**config.mk**
```make
export PLATFORM = sky130hd
export DESIGN_NAME = blink_code_id_decoder_top
export DESIGN_NICKNAME = d
export VERILOG_FILES = /design/src/hw/rtl/bcid_pkg.sv /design/src/hw/rtl/bcid_in_reg.sv /design/src/hw/rtl/bcid_decode.sv /design/src/hw/rtl/bcid_out_reg.sv /design/src/hw/rtl/blink_code_id_decoder_top.sv
export SDC_FILE = /design/constraint.sdc
export NUM_CORES = 1
export LEC_CHECK = 0
export BUFFER_PORTS_ARGS = -buffer_cell sky130_fd_sc_hd__buf_2
export CAP_MARGIN = 30
export CORE_ASPECT_RATIO = 0.75
export CORE_UTILIZATION = 30
export CTS_CLUSTER_DIAMETER = 100
export DETAILED_ROUTE_END_ITERATION = 10
export PLACE_DENSITY_LB_ADDON = 0.1
export SYNTH_ARGS = -nofsm -noshare
export SYNTH_HDL_FRONTEND = slang
export SYNTH_SLANG_ARGS = --single-unit
```
**constraint.sdc**
```tcl
create_clock -name clk -period 6.6 [get_ports clk]
set_input_delay 0 -clock clk [delete_from_list [all_inputs] [get_ports clk]]
set_output_delay 0 -clock clk [all_outputs]
set_load 0.01 [all_outputs]
```
**src/hw/rtl/bcid_pkg.sv**
```systemverilog
// Shared types and constants for the blink code identity decoder.
package bcid_pkg;

    localparam int unsigned RUN_W     = 8;
    localparam int unsigned POS_W     = 4;
    localparam int unsigned BITS_W    = 10;
    localparam int unsigned ID_W      = 9;
    localparam int unsigned CFG_IDX_W = 4;
    localparam int unsigned CFG_DAT_W = 9;

    localparam logic [RUN_W-1:0]         RUN_MAX          = 8'hFF;
    localparam logic [RUN_W-1:0]         START_RUN_RESET  = 8'd12;
    localparam logic signed [ID_W-1:0]   INITIAL_ID_RESET = -9'sd1;
    localparam logic [POS_W-1:0]         POS_LAST_ID      = 4'd8;
    localparam logic [POS_W-1:0]         POS_PARITY_0     = 4'd9;
    localparam logic [POS_W-1:0]         POS_PARITY_1     = 4'd10;
    localparam logic [POS_W-1:0]         POS_END          = 4'd11;
    localparam logic [7:0]               ODD_BIT_MASK     = 8'hAA;
    localparam logic [7:0]               EVEN_BIT_MASK    = 8'h55;

    // Configuration register indexes.
    localparam logic [CFG_IDX_W-1:0] REG_START_RUN_LENGTH = 4'd0;
    localparam logic [CFG_IDX_W-1:0] REG_INITIAL_ID       = 4'd1;

    // One frame sample leaving the input register.
    typedef struct packed {
        logic fire;
        logic led_on;
    } step_t;

    // One configuration write.
    typedef struct packed {
        logic                 write;
        logic [CFG_IDX_W-1:0] index;
        logic [CFG_DAT_W-1:0] data;
    } cfg_write_t;

    // One result word.
    typedef struct packed {
        logic signed [ID_W-1:0] current_id;
        logic                   word_done;
        logic                   parity_ok;
        logic                   receiving;
    } result_t;

endpackage

```
**src/hw/rtl/bcid_in_reg.sv**
```systemverilog
// Input register stage holding one frame sample.
module bcid_in_reg
(
    input  logic                 clk,
    input  logic                 rst_n,
    input  logic                 in_valid,
    output logic                 in_ready,
    input  logic                 led_on,
    input  logic                 out_space,
    output bcid_pkg::step_t      step
);

    logic stage_valid_reg;
    logic stage_valid_next;
    logic stage_led_reg;
    logic accept;
    logic fire;

    assign fire             = stage_valid_reg && out_space;
    assign in_ready         = !stage_valid_reg || out_space;
    assign accept           = in_valid && in_ready;
    assign stage_valid_next = accept || (stage_valid_reg && !out_space);

    always_ff @(posedge clk or negedge rst_n)
    begin
        if (!rst_n)
        begin
            stage_valid_reg <= 1'b0;
        end
        else
        begin
            stage_valid_reg <= stage_valid_next;
        end
    end

    always_ff @(posedge clk)
    begin
        if (accept)
        begin
            stage_led_reg <= led_on;
        end
    end

    assign step.fire   = fire;
    assign step.led_on = stage_led_reg;

endmodule

```
**src/hw/rtl/bcid_decode.sv**
```systemverilog
// Frame decoder: run counter, word assembly, parity check and configuration registers.
module bcid_decode
(
    input  logic                   clk,
    input  logic                   rst_n,
    input  bcid_pkg::step_t        step,
    input  bcid_pkg::cfg_write_t   cfg,
    output bcid_pkg::result_t      result
);

    logic [bcid_pkg::RUN_W-1:0]         start_len_reg;
    logic [bcid_pkg::RUN_W-1:0]         run_reg;
    logic [bcid_pkg::RUN_W-1:0]         run_next;
    logic [bcid_pkg::POS_W-1:0]         pos_reg;
    logic [bcid_pkg::POS_W-1:0]         pos_next;
    logic                               active_reg;
    logic                               active_next;
    logic [bcid_pkg::BITS_W-1:0]        bits_reg;
    logic [bcid_pkg::BITS_W-1:0]        bits_next;
    logic signed [bcid_pkg::ID_W-1:0]   id_reg;
    logic signed [bcid_pkg::ID_W-1:0]   id_next;
    logic                               restart;
    logic                               done;
    logic                               ok;
    logic                               parity_odd;
    logic                               parity_even;
    logic [bcid_pkg::POS_W-1:0]         bit_idx;

    assign restart     = !step.led_on && (run_reg >= start_len_reg);
    assign parity_odd  = ^(bits_reg[7:0] & bcid_pkg::ODD_BIT_MASK);
    assign parity_even = ^(bits_reg[7:0] & bcid_pkg::EVEN_BIT_MASK);

    always_comb
    begin
        run_next    = run_reg;
        pos_next    = pos_reg;
        active_next = active_reg;
        bits_next   = bits_reg;
        id_next     = id_reg;
        done        = 1'b0;
        ok          = 1'b0;
        bit_idx     = '0;

        if (step.led_on)
        begin
            if (run_reg != bcid_pkg::RUN_MAX)
            begin
                run_next = run_reg + 1'b1;
            end
        end
        else
        begin
            run_next = '0;
        end

        if (restart)
        begin
            active_next = 1'b1;
            pos_next    = '0;
            bits_next   = '0;
        end
        else if (active_reg)
        begin
            if (pos_reg >= 4'd1 && pos_reg <= bcid_pkg::POS_LAST_ID)
            begin
                // Identity bits arrive most significant first.
                bit_idx            = bcid_pkg::POS_LAST_ID - pos_reg;
                bits_next[bit_idx] = bits_reg[bit_idx] | step.led_on;
            end
            else if (pos_reg == bcid_pkg::POS_PARITY_0 || pos_reg == bcid_pkg::POS_PARITY_1)
            begin
                bit_idx            = pos_reg - 1'b1;
                bits_next[bit_idx] = bits_reg[bit_idx] | step.led_on;
            end
            else
            begin
                // End frame: each parity bit is the inverse of its group parity.
                done        = 1'b1;
                active_next = 1'b0;
                if ((parity_even == !bits_reg[8]) && (parity_odd == !bits_reg[9]))
                begin
                    ok      = 1'b1;
                    id_next = {1'b0, bits_reg[7:0]};
                end
            end
        end

        if (active_next)
        begin
            pos_next = pos_next + 1'b1;
        end
    end

    always_ff @(posedge clk or negedge rst_n)
    begin
        if (!rst_n)
        begin
            start_len_reg <= bcid_pkg::START_RUN_RESET;
            run_reg       <= '0;
            pos_reg       <= '0;
            active_reg    <= 1'b0;
            bits_reg      <= '0;
            id_reg        <= bcid_pkg::INITIAL_ID_RESET;
        end
        else if (cfg.write)
        begin
            if (cfg.index == bcid_pkg::REG_START_RUN_LENGTH)
            begin
                start_len_reg <= cfg.data[bcid_pkg::RUN_W-1:0];
            end
            else if (cfg.index == bcid_pkg::REG_INITIAL_ID)
            begin
                id_reg <= cfg.data;
            end
        end
        else if (step.fire)
        begin
            run_reg    <= run_next;
            pos_reg    <= pos_next;
            active_reg <= active_next;
            bits_reg   <= bits_next;
            id_reg     <= id_next;
        end
    end

    assign result.current_id = id_next;
    assign result.word_done  = done;
    assign result.parity_ok  = ok;
    assign result.receiving  = active_next;

`ifndef SYNTH
    a_pos_range: assert property (@(posedge clk) disable iff (!rst_n)
        active_reg |-> (pos_reg >= 4'd1 && pos_reg <= bcid_pkg::POS_END))
        else $error("bit position out of range during a word");

    a_word_ends: assert property (@(posedge clk) disable iff (!rst_n)
        (step.fire && !cfg.write && active_reg && pos_reg == bcid_pkg::POS_END && !restart)
        |=> !active_reg)
        else $error("word did not end on its end frame");

    a_good_id: assert property (@(posedge clk) disable iff (!rst_n)
        (step.fire && !cfg.write && ok) |=> !id_reg[bcid_pkg::ID_W-1])
        else $error("decoded identity is not an 8-bit value");

    a_hold: assert property (@(posedge clk) disable iff (!rst_n)
        (!step.fire && !cfg.write) |=> ($stable(run_reg) && $stable(bits_reg)))
        else $error("decoder state moved without a frame");
`endif

endmodule

```
**src/hw/rtl/bcid_out_reg.sv**
```systemverilog
// Result register stage holding one result word for the consumer.
module bcid_out_reg
(
    input  logic                          clk,
    input  logic                          rst_n,
    input  logic                          load,
    input  bcid_pkg::result_t             result,
    output logic                          out_space,
    output logic                          out_valid,
    input  logic                          out_ready,
    output logic signed [bcid_pkg::ID_W-1:0] current_id,
    output logic                          word_done,
    output logic                          parity_ok,
    output logic                          receiving
);

    logic              valid_reg;
    logic              valid_next;
    bcid_pkg::result_t data_reg;

    assign out_space  = !valid_reg || out_ready;
    assign valid_next = load || (valid_reg && !out_ready);

    always_ff @(posedge clk or negedge rst_n)
    begin
        if (!rst_n)
        begin
            valid_reg <= 1'b0;
        end
        else
        begin
            valid_reg <= valid_next;
        end
    end

    always_ff @(posedge clk)
    begin
        if (load)
        begin
            data_reg <= result;
        end
    end

    assign out_valid  = valid_reg;
    assign current_id = data_reg.current_id;
    assign word_done  = data_reg.word_done;
    assign parity_ok  = data_reg.parity_ok;
    assign receiving  = data_reg.receiving;

endmodule

```
**src/hw/rtl/blink_code_id_decoder_top.sv**
```systemverilog
// Top level of the blink code identity decoder.
//
// The block takes one on/off sample of a blinking marker light per word on the
// input channel and returns one result word per sample. A run of at least
// start_run_length on frames followed by an off frame starts a code word; the
// next eight frames carry the identity most significant bit first, the two
// after that carry the parity bits, and the frame after those ends the word.
// The identity is taken only when both parity checks pass; otherwise the
// previous identity is kept and the result shows word_done without parity_ok.
// Throughput is one sample per clock cycle while the consumer keeps taking
// results. A sample sits in an input register, and the decode logic between
// that register and the result register does the whole update in a single
// pass; the result word is offered once the result register is free and has
// taken it. The result register lets a new sample be taken while a finished
// result still waits for the consumer.
// Configuration writes are always accepted at once (cfg_ready is tied high)
// and are meant to be issued only while no sample is in flight; writing the
// initial identity also replaces the identity decoded so far. There is no
// clearing pass after reset.
module blink_code_id_decoder_top
(
    input  logic                                   clk,
    input  logic                                   rst_n,
    input  logic                                   in_valid,
    output logic                                   in_ready,
    input  logic                                   led_on,
    output logic                                   out_valid,
    input  logic                                   out_ready,
    output logic signed [bcid_pkg::ID_W-1:0]       current_id,
    output logic                                   word_done,
    output logic                                   parity_ok,
    output logic                                   receiving,
    input  logic                                   cfg_valid,
    output logic                                   cfg_ready,
    input  logic [bcid_pkg::CFG_IDX_W-1:0]         cfg_index,
    input  logic [bcid_pkg::CFG_DAT_W-1:0]         cfg_data
);

    bcid_pkg::step_t      step;
    bcid_pkg::cfg_write_t cfg;
    bcid_pkg::result_t    result;
    logic                 out_space;

    // Register writes complete in the cycle they are offered.
    assign cfg_ready = 1'b1;
    assign cfg.write = cfg_valid && cfg_ready;
    assign cfg.index = cfg_index;
    assign cfg.data  = cfg_data;

    bcid_in_reg u_in_reg
    (
        .clk       (clk),
        .rst_n     (rst_n),
        .in_valid  (in_valid),
        .in_ready  (in_ready),
        .led_on    (led_on),
        .out_space (out_space),
        .step      (step)
    );

    bcid_decode u_decode
    (
        .clk    (clk),
        .rst_n  (rst_n),
        .step   (step),
        .cfg    (cfg),
        .result (result)
    );

    bcid_out_reg u_out_reg
    (
        .clk        (clk),
        .rst_n      (rst_n),
        .load       (step.fire),
        .result     (result),
        .out_space  (out_space),
        .out_valid  (out_valid),
        .out_ready  (out_ready),
        .current_id (current_id),
        .word_done  (word_done),
        .parity_ok  (parity_ok),
        .receiving  (receiving)
    );

endmodule

```
==> results.py, run 1 <==
metrics = {
    "job": {
        "drv_cap": 0,
    },
    "critical_path": {
        "crit_path_end_kind": "register",
        "worstPathMaxFanout": 26,
        "path_class": "reg2reg",
        "arrival_ns": 4.40,
        "required_ns": 6.82,
        "crit_path_start_kind": "register",
    },
    "finish": {
        "areaGrowthSynthToFinish_pct": 16.11,
        "nNetsFinal": 471,
        "largest_register_ffs": 10,
        "diodes": 0,
        "multi_input_area_sq_um": 1989,
        "fin_cells": 599,
        "regArea_sq_um": 1455,
        "fill_cells": 1217,
        "drive_above_1_share": 0.1625,
    },
    "yosys": {
        "synthesis.nets": 436,
        "ys_warn_count": 0,
        "seq_area_frac_synth": 0.4038,
        "synth_area_per_cell_sq_um": 8.986,
        "synth_area_sq_um": 3603,
        "synth_cells": 401,
        "synthArstFlopShare": 0.7636,
        "synth-seq-cells": 55,
        "synth-edff-count": 13,
        "synth_cell_types": 67,
        "ys.flop_type": "dfrtp_1",
    },
    "sta": {
        "max_freq_mhz": 239.6,
        "fin_skew_ns": 0.008008,
        "rsz0062_at_grt": "no",
        "slew_headroom": 0.2934,
        "worstMarginPinSlew_ns": 1.060,
        "finalSetupTns_ns": 0,
        "hold_viol_final": 0,
        "maxSlewViolCount": 0,
        "fin_crit_sh": 0.6325,
        "hold_ws_ns": 0.01928,
        "period_minus_slack_ns": 4.174,
        "setup_viol": 0,
    },
    "pwr": {
        "switchingPower_uw": 431.1,
        "p_comb_frac": 0.354,
        "powerDensity_nw_per_um2": 282.1,
        "clockPowerShare": 0.253,
        "leakage_nw": 1.744,
        "internal-power_uw": 749.1,
        "p_sw_frac": 0.3653,
        "peakVddDrop_mv": 0.1024,
        "seqPwrFrac": 0.394,
    },
    "global_route": {
        "grt_max_degree": 28,
        "gr-usage-met3": 0.03485,
        "grt-ovfl-total": 0,
        "use_met2": 0.2208,
        "grt_util_all_layers": 0.1640,
        "busiest_layer": "met1",
        "grt_pass1_wl_mm": 15.80,
        "use_met1": 0.2625,
        "antenna_found_initial": 0,
        "grt_pass1_vias": 2875,
    },
    "routing": {
        "routed_wl_mm": 9.766,
        "vias_per_cell": 5.120,
        "via_count": 3067,
        "wire_per_inst_um": 16.30,
        "drt_iter0_markers": 267,
        "drc": 0,
        "ant_nets": 0,
        "drt_pass1_iterations": 6,
    },
    "clocking": {
        "cts-resized-gates": 0,
        "clockBufferDepth": 2,
        "htree_levels": 2,
        "numCtsBuffers": 5,
        "clk_pin_slew_ns": 0.07,
        "cts_tree": "yes",
        "worstSkewPairLatency_ns": 0.29,
        "cts_num_sinks": 55,
        "cts-root-buf": "clkbuf_16",
        "postCtsSetupBuffers": 0,
    },
    "floorplanning": {
        "io_pins": 34,
        "start_util": 0.3091,
        "coreArea_sq_um": 11660,
        "num_rows": 34,
        "die_x_um": 128.6,
        "chipHeight_um": 96.92,
        "die_area_sq_um": 12460,
    },
    "placement": {
        "place_inst": 578,
        "place.gp.congestion": 0.9265,
        "port_buffers": 32,
        "place_hpwl_mm": 7.137,
    },
    "hold_path": {
        "hp-class": "in2reg",
    },
    "status": {
        "outcome": "finished, final reports clean",
    },
}
==> worst paths after layout <==
path,from,end,cells after the start,slack [ns]
hold / removal,cfg_data[0],u_decode.start_len_reg[0],2,0.02
min in group asynchronous,rst_n,u_decode.run_reg[5],2,0.16
setup / recovery,u_decode.pos_reg[0],u_decode.id_reg[8],10,2.43
setup reg to reg,u_decode.pos_reg[0],u_decode.id_reg[8],10,2.43
hold reg to reg,u_decode.start_len_reg[3],u_decode.start_len_reg[3],2,0.53
max in group asynchronous,rst_n,u_decode.id_reg[2],3,5.88
==> stage by stage <==
| stage | util | instance area (sq um) | setup WS [ns] | total power, mW |
|---|---|---|---|---|
| 2_1_floorplan | - | 3603 | 3.731 | 0.7814 |
| 3_3_place_gp | 0.3321 | 3871 | 3.062 | 0.8787 |
| 3_5_place_dp | 0.3338 | 3891 | 2.999 | 0.8760 |
| 4_1_cts | 0.3590 | 4184 | 2.482 | 1.185 |
| 5_1_grt | 0.3590 | 4184 | 2.135 | 1.257 |
| 6_report | 0.3590 | 4184 | 2.426 | 1.180 |
==> final cells by class <==
type                    instances  share of cell area
clock inverters                 1            0.007177
multi-input cells             312              0.4755
flip-flops and latches         55              0.3478
inverters                      15             0.01346
clock buffers                   7             0.03170
repair buffers                 47             0.07596
well taps                     162             0.04844
==> critical path, stage by stage (launching register included) <==
cell and delay, ns:
dfrtp_1 0.61, inv_1 0.26, ha_1 0.72, nand2b_4 0.13
or3_4 0.39, nand2_1 0.14, o2111ai_2 0.58, inv_2 0.39
o21ai_0 0.12, a32o_1 0.22, dlygate4sd3_1 0.55
==> metal layers <==
layer	vias up	wire (um)
li1	1506	-
met1	1461	5318
met2	92	3863
met3	8	508
met4	0	75
met5	-	0
==> power groups by stage <==
| stage | logic, mW | registers [mW] | clock network [mW] |
|---|---|---|---|
| final | 0.418 | 0.465 | 0.298 |
| after global routing | 0.463 | 0.472 | 0.322 |
| after CTS | 0.414 | 0.464 | 0.308 |
| after detailed placement | 0.406 | 0.470 | 0 |
| after global placement | 0.408 | 0.470 | 0 |
| after floorplan | 0.335 | 0.446 | 0 |
==> kinds of logic after synthesis <==
kind of cell / count (synthesis) / share of synthesized area
AOI/OAI and AO/OA: 98 / 0.1847
other: 1 / 0.001041
muxes: 12 / 0.04305
xor gates and xnor gates: 11 / 0.03438
DFF: 55 / 0.4038
adders and majority gates: 16 / 0.05556
and+or+nand+nor: 174 / 0.2333
buffers and inverters: 34 / 0.04410
==> synth_stat cells (5+ instances only) <==
library cell	instances	area [sq um]
nand2_1	67	251.5
o22ai_1	14	87.58
a21oi_1	21	105.1
dfrtp_1	31	775.7
o21ai_0	24	120.1
and2_1	5	31.28
nor3_1	5	25.02
edfxtp_1	13	390.4
clkbuf_1	11	41.29
nor2_1	34	127.6
nand4_1	7	43.79
ha_1	16	200.2
xnor2_1	6	52.55
nand2b_1	13	81.33
o21ai_1	7	35.03
or3_1	11	68.82
inv_1	14	52.55
dfstp_2	11	289.0
nand3_1	9	45.04
mux2i_1	5	50.05
nor2b_1	6	37.54
==> timing repair <==
action	in CTS	in global routing
endpoints found under the setup margin	0	0
endpoints found under the hold margin	43	0
hold buffers	13	0
==> cell usage in the layout, fill, tap and decap left out, types with 4 or more instances in the layout <==
master,n
nand3_1,9
o21ai_0,24
dfrtp_1,31
buf_2,32
ha_1,16
o22ai_1,14
dlygate4sd3_1,13
a21oi_1,21
nor2b_1,6
nand4_1,7
o21ai_1,7
and2_1,5
nor2_1,34
dfstp_2,11
nor3_1,5
mux2i_1,5
nand2_1,67
inv_1,14
edfxtp_1,13
nand2b_1,13
mux2_2,4
or3_1,11
clkbuf_16,5
xnor2_1,6
(Power assumes the default switching activity.)
==> run 2, diff against run 1 <==
--- a/config.mk
+++ b/config.mk
@@ -5,6 +5,7 @@
 export SDC_FILE = /design/constraint.sdc
 export NUM_CORES = 1
 export LEC_CHECK = 0
+export ABC_AREA = 1
 export BUFFER_PORTS_ARGS = -buffer_cell sky130_fd_sc_hd__buf_2
 export CAP_MARGIN = 30
 export CORE_ASPECT_RATIO = 0.75
==> constraint.sdc (replaced) <==
create_clock -name clk -period 4.15 [get_ports clk]
set_input_delay 0 -clock clk [delete_from_list [all_inputs] [get_ports clk]]
set_output_delay 0 -clock clk [all_outputs]
set_load 0.01 [all_outputs]
==> results.py, run 2 <==
metrics = {
    "yosys": {
        "ys_warn_count": 0,
        "synth_cell_types": 42,
        "synth-edff-count": 13,
        "synth.top_cells.by_count": "nand2_1 (155), inv_1 (53), nand3_1 (49), nor2_1 (44), dfrtp_1 (31)",
        "synth_area_leaders": "dfrtp_1 (21%), nand2_1 (16%), edfxtp_1 (11%)",
        "synth-seq-cells": 55,
        "yosys.cell_count.top_type": "nand2_1",
        "synth_area_sq_um": 3681,
        "synthesis.nets": 536,
        "synthArstFlopShare": 0.7636,
        "synth_area_per_cell_sq_um": 7.347,
        "ys.flop_type": "dfrtp_1",
        "yosysTopAreaCell": "dfrtp_1",
        "seq_area_frac_synth": 0.3953,
        "synth.top_cell.area_share": 0.2107,
        "synth_cells": 501,
    },
    "routing": {
        "vias_per_cell": 4.623,
        "drt_iter0_markers": 275,
        "routed_wl_mm": 10.29,
        "drc": 0,
        "ant_nets": 0,
        "drt_pass1_iterations": 4,
        "wire_per_inst_um": 14.58,
        "via_count": 3264,
    },
    "clocking": {
        "cts_tree": "yes",
        "numCtsBuffers": 5,
        "htree_levels": 2,
        "cts_num_sinks": 55,
        "cts-root-buf": "clkbuf_16",
        "clk_pin_slew_ns": 0.08,
        "cts-resized-gates": 0,
        "worstSkewPairLatency_ns": 0.30,
        "clockBufferDepth": 2,
    },
    "status": {
        "outcome": "finished, final reports clean",
    },
    "placement": {
        "place.gp.congestion": 0.8454,
        "place_inst": 687,
        "dp_slack_ns": 1.240,
        "place_hpwl_mm": 7.686,
        "port_buffers": 32,
    },
    "sta": {
        "setup_viol": 0,
        "max_freq_mhz": 327.6,
        "period_minus_slack_ns": 3.053,
        "rsz0062_at_grt": "no",
        "fin_skew_ns": 0.005725,
        "slew_headroom": 0.4187,
        "hold_ws_ns": 0.009136,
        "fin_crit_sh": 0.7356,
        "fin_ws_ns": 1.097,
        "hold_viol_final": 0,
        "finalSetupTns_ns": 0,
        "maxSlewViolCount": 0,
        "worstMarginPinSlew_ns": 0.8693,
    },
    "finish": {
        "final_cell_mix": "nand2_1 (155), inv_1 (53), nand3_1 (49)",
        "diodes": 0,
        "fin_cells": 706,
        "areaGrowthSynthToFinish_pct": 15.57,
        "nNetsFinal": 578,
        "largest_register_ffs": 10,
        "drive_above_1_share": 0.1673,
        "fill_cells": 1252,
        "layout_commonest_cell": "nand2_1",
    },
    "global_route": {
        "antenna_found_initial": 0,
        "grt-ovfl-total": 0,
        "grt_pass1_vias": 3186,
        "grt_pass1_wl_mm": 16.88,
        "grt_util_all_layers": 0.1746,
        "grt_max_degree": 43,
    },
    "floorplanning": {
        "coreArea_sq_um": 11780,
        "chipHeight_um": 97.93,
        "num_rows": 34,
        "start_util": 0.3124,
        "die_x_um": 129.9,
        "io_pins": 34,
        "die_area_sq_um": 12720,
    },
    "critical_path": {
        "slowest_stage": "dfrtp_1",
        "worstPathMaxFanout": 25,
        "required_ns": 4.22,
        "arrival_ns": 3.12,
        "path_class": "reg2reg",
        "crit_path_end_kind": "register",
        "cpMostUsedCell": "inv_1",
        "slowest_delay_ns": 0.64,
        "crit_path_start_kind": "register",
        "worstPathCellList": "inv_1, ha_1, inv_2, nor2_2, o21ai_2, o21ai_4, a21oi_4, inv_1, nor3_1",
    },
    "hold_path": {
        "hp-class": "in2reg",
    },
    "job": {
        "drv_cap": 0,
    },
    "pwr": {
        "leakage_nw": 2.133,
        "peakVddDrop_mv": 0.2153,
        "powerDensity_nw_per_um2": 620.7,
        "total_power_mw": 2.640,
    },
}
[run 2: power by group]
group / switching (mW) / total, mW / internal, mW / leakage (nW)
clock network: 0.211 / 0.438 / 0.227 / 0.0742
registers: 0.155 / 0.853 / 0.698 / 0.653
logic: 0.934 / 1.35 / 0.415 / 1.41
[run 2: path summary, 6_finish.rpt]
check	start	endpoint	slack (ns)	depth (start not counted)
max	u_decode.pos_reg[0]	u_out_reg.word_done	1.10	9
min	cfg_data[6]	u_decode.start_len_reg[6]	0.009	3
max reg2reg	u_decode.pos_reg[0]	u_out_reg.word_done	1.10	9
min reg2reg	u_decode.id_reg[7]	u_decode.id_reg[7]	0.47	2
max in group asynchronous	rst_n	u_decode.start_len_reg[6]	3.41	3
min in group asynchronous	rst_n	u_decode.bits_reg[8]	0.34	3
[run 2: area by class of cell]
type,count,area [sq um],share of cell area
Tap cell,162,202.7,0.04765
Timing Repair Buffer,44,277.8,0.06529
Clock buffer,5,125.1,0.02941
Multi-Input combinational cell,371,1918,0.4509
Clock inverter,3,22.52,0.005294
Inverter,66,252.7,0.05941
Sequential cell,55,1455,0.3421
[run 2: stage by stage]
| step | utilization | instance area (sq um) |
|---|---|---|
| after floorplan | - | 3681 |
| after global placement | 0.3391 | 3996 |
| after detailed placement | 0.3391 | 3996 |
| after CTS | 0.3610 | 4254 |
| after global routing | 0.3610 | 4254 |
| final | 0.3610 | 4254 |
[run 2: cells by family (layout without fill, tap and decap cells)]
kind of cell               Yosys count  count (layout)  synth area share
AOI/OAI and AO/OA                   65              65            0.1030
xor gates and xnor gates             5               5           0.01190
adders and majority gates           16              16           0.05438
buffers and inverters               75             118           0.08362
DFF                                 55              55            0.3953
other                                1               1          0.001019
and+or+nand+nor                    284             284            0.3508
[run 2: what timing repair did]
item                                   4_1_cts  5_1_grt
setup buffers                                0        0
hold buffers                                11        0
endpoints found under the hold margin       41        0
[run 2: worst max-delay path, delay by kind of cell, from the launching register on]
family          cells  cell delay [ns]
compound gates      3             0.78
fa+ha+maj           1             0.33
buf+inv             3             0.63
flops               1             0.64
simple gates        2             0.42
[run 2: layer usage]
layer / track usage / wire length [um] / vias to the layer above
met2: 0.2406 / 3966 / 75
met4: 0.03220 / 56 / 0
met3: 0.02685 / 505 / 4
li1: - / - / 1693
met5: 0 / 0 / -
met1: 0.2818 / 5766 / 1492
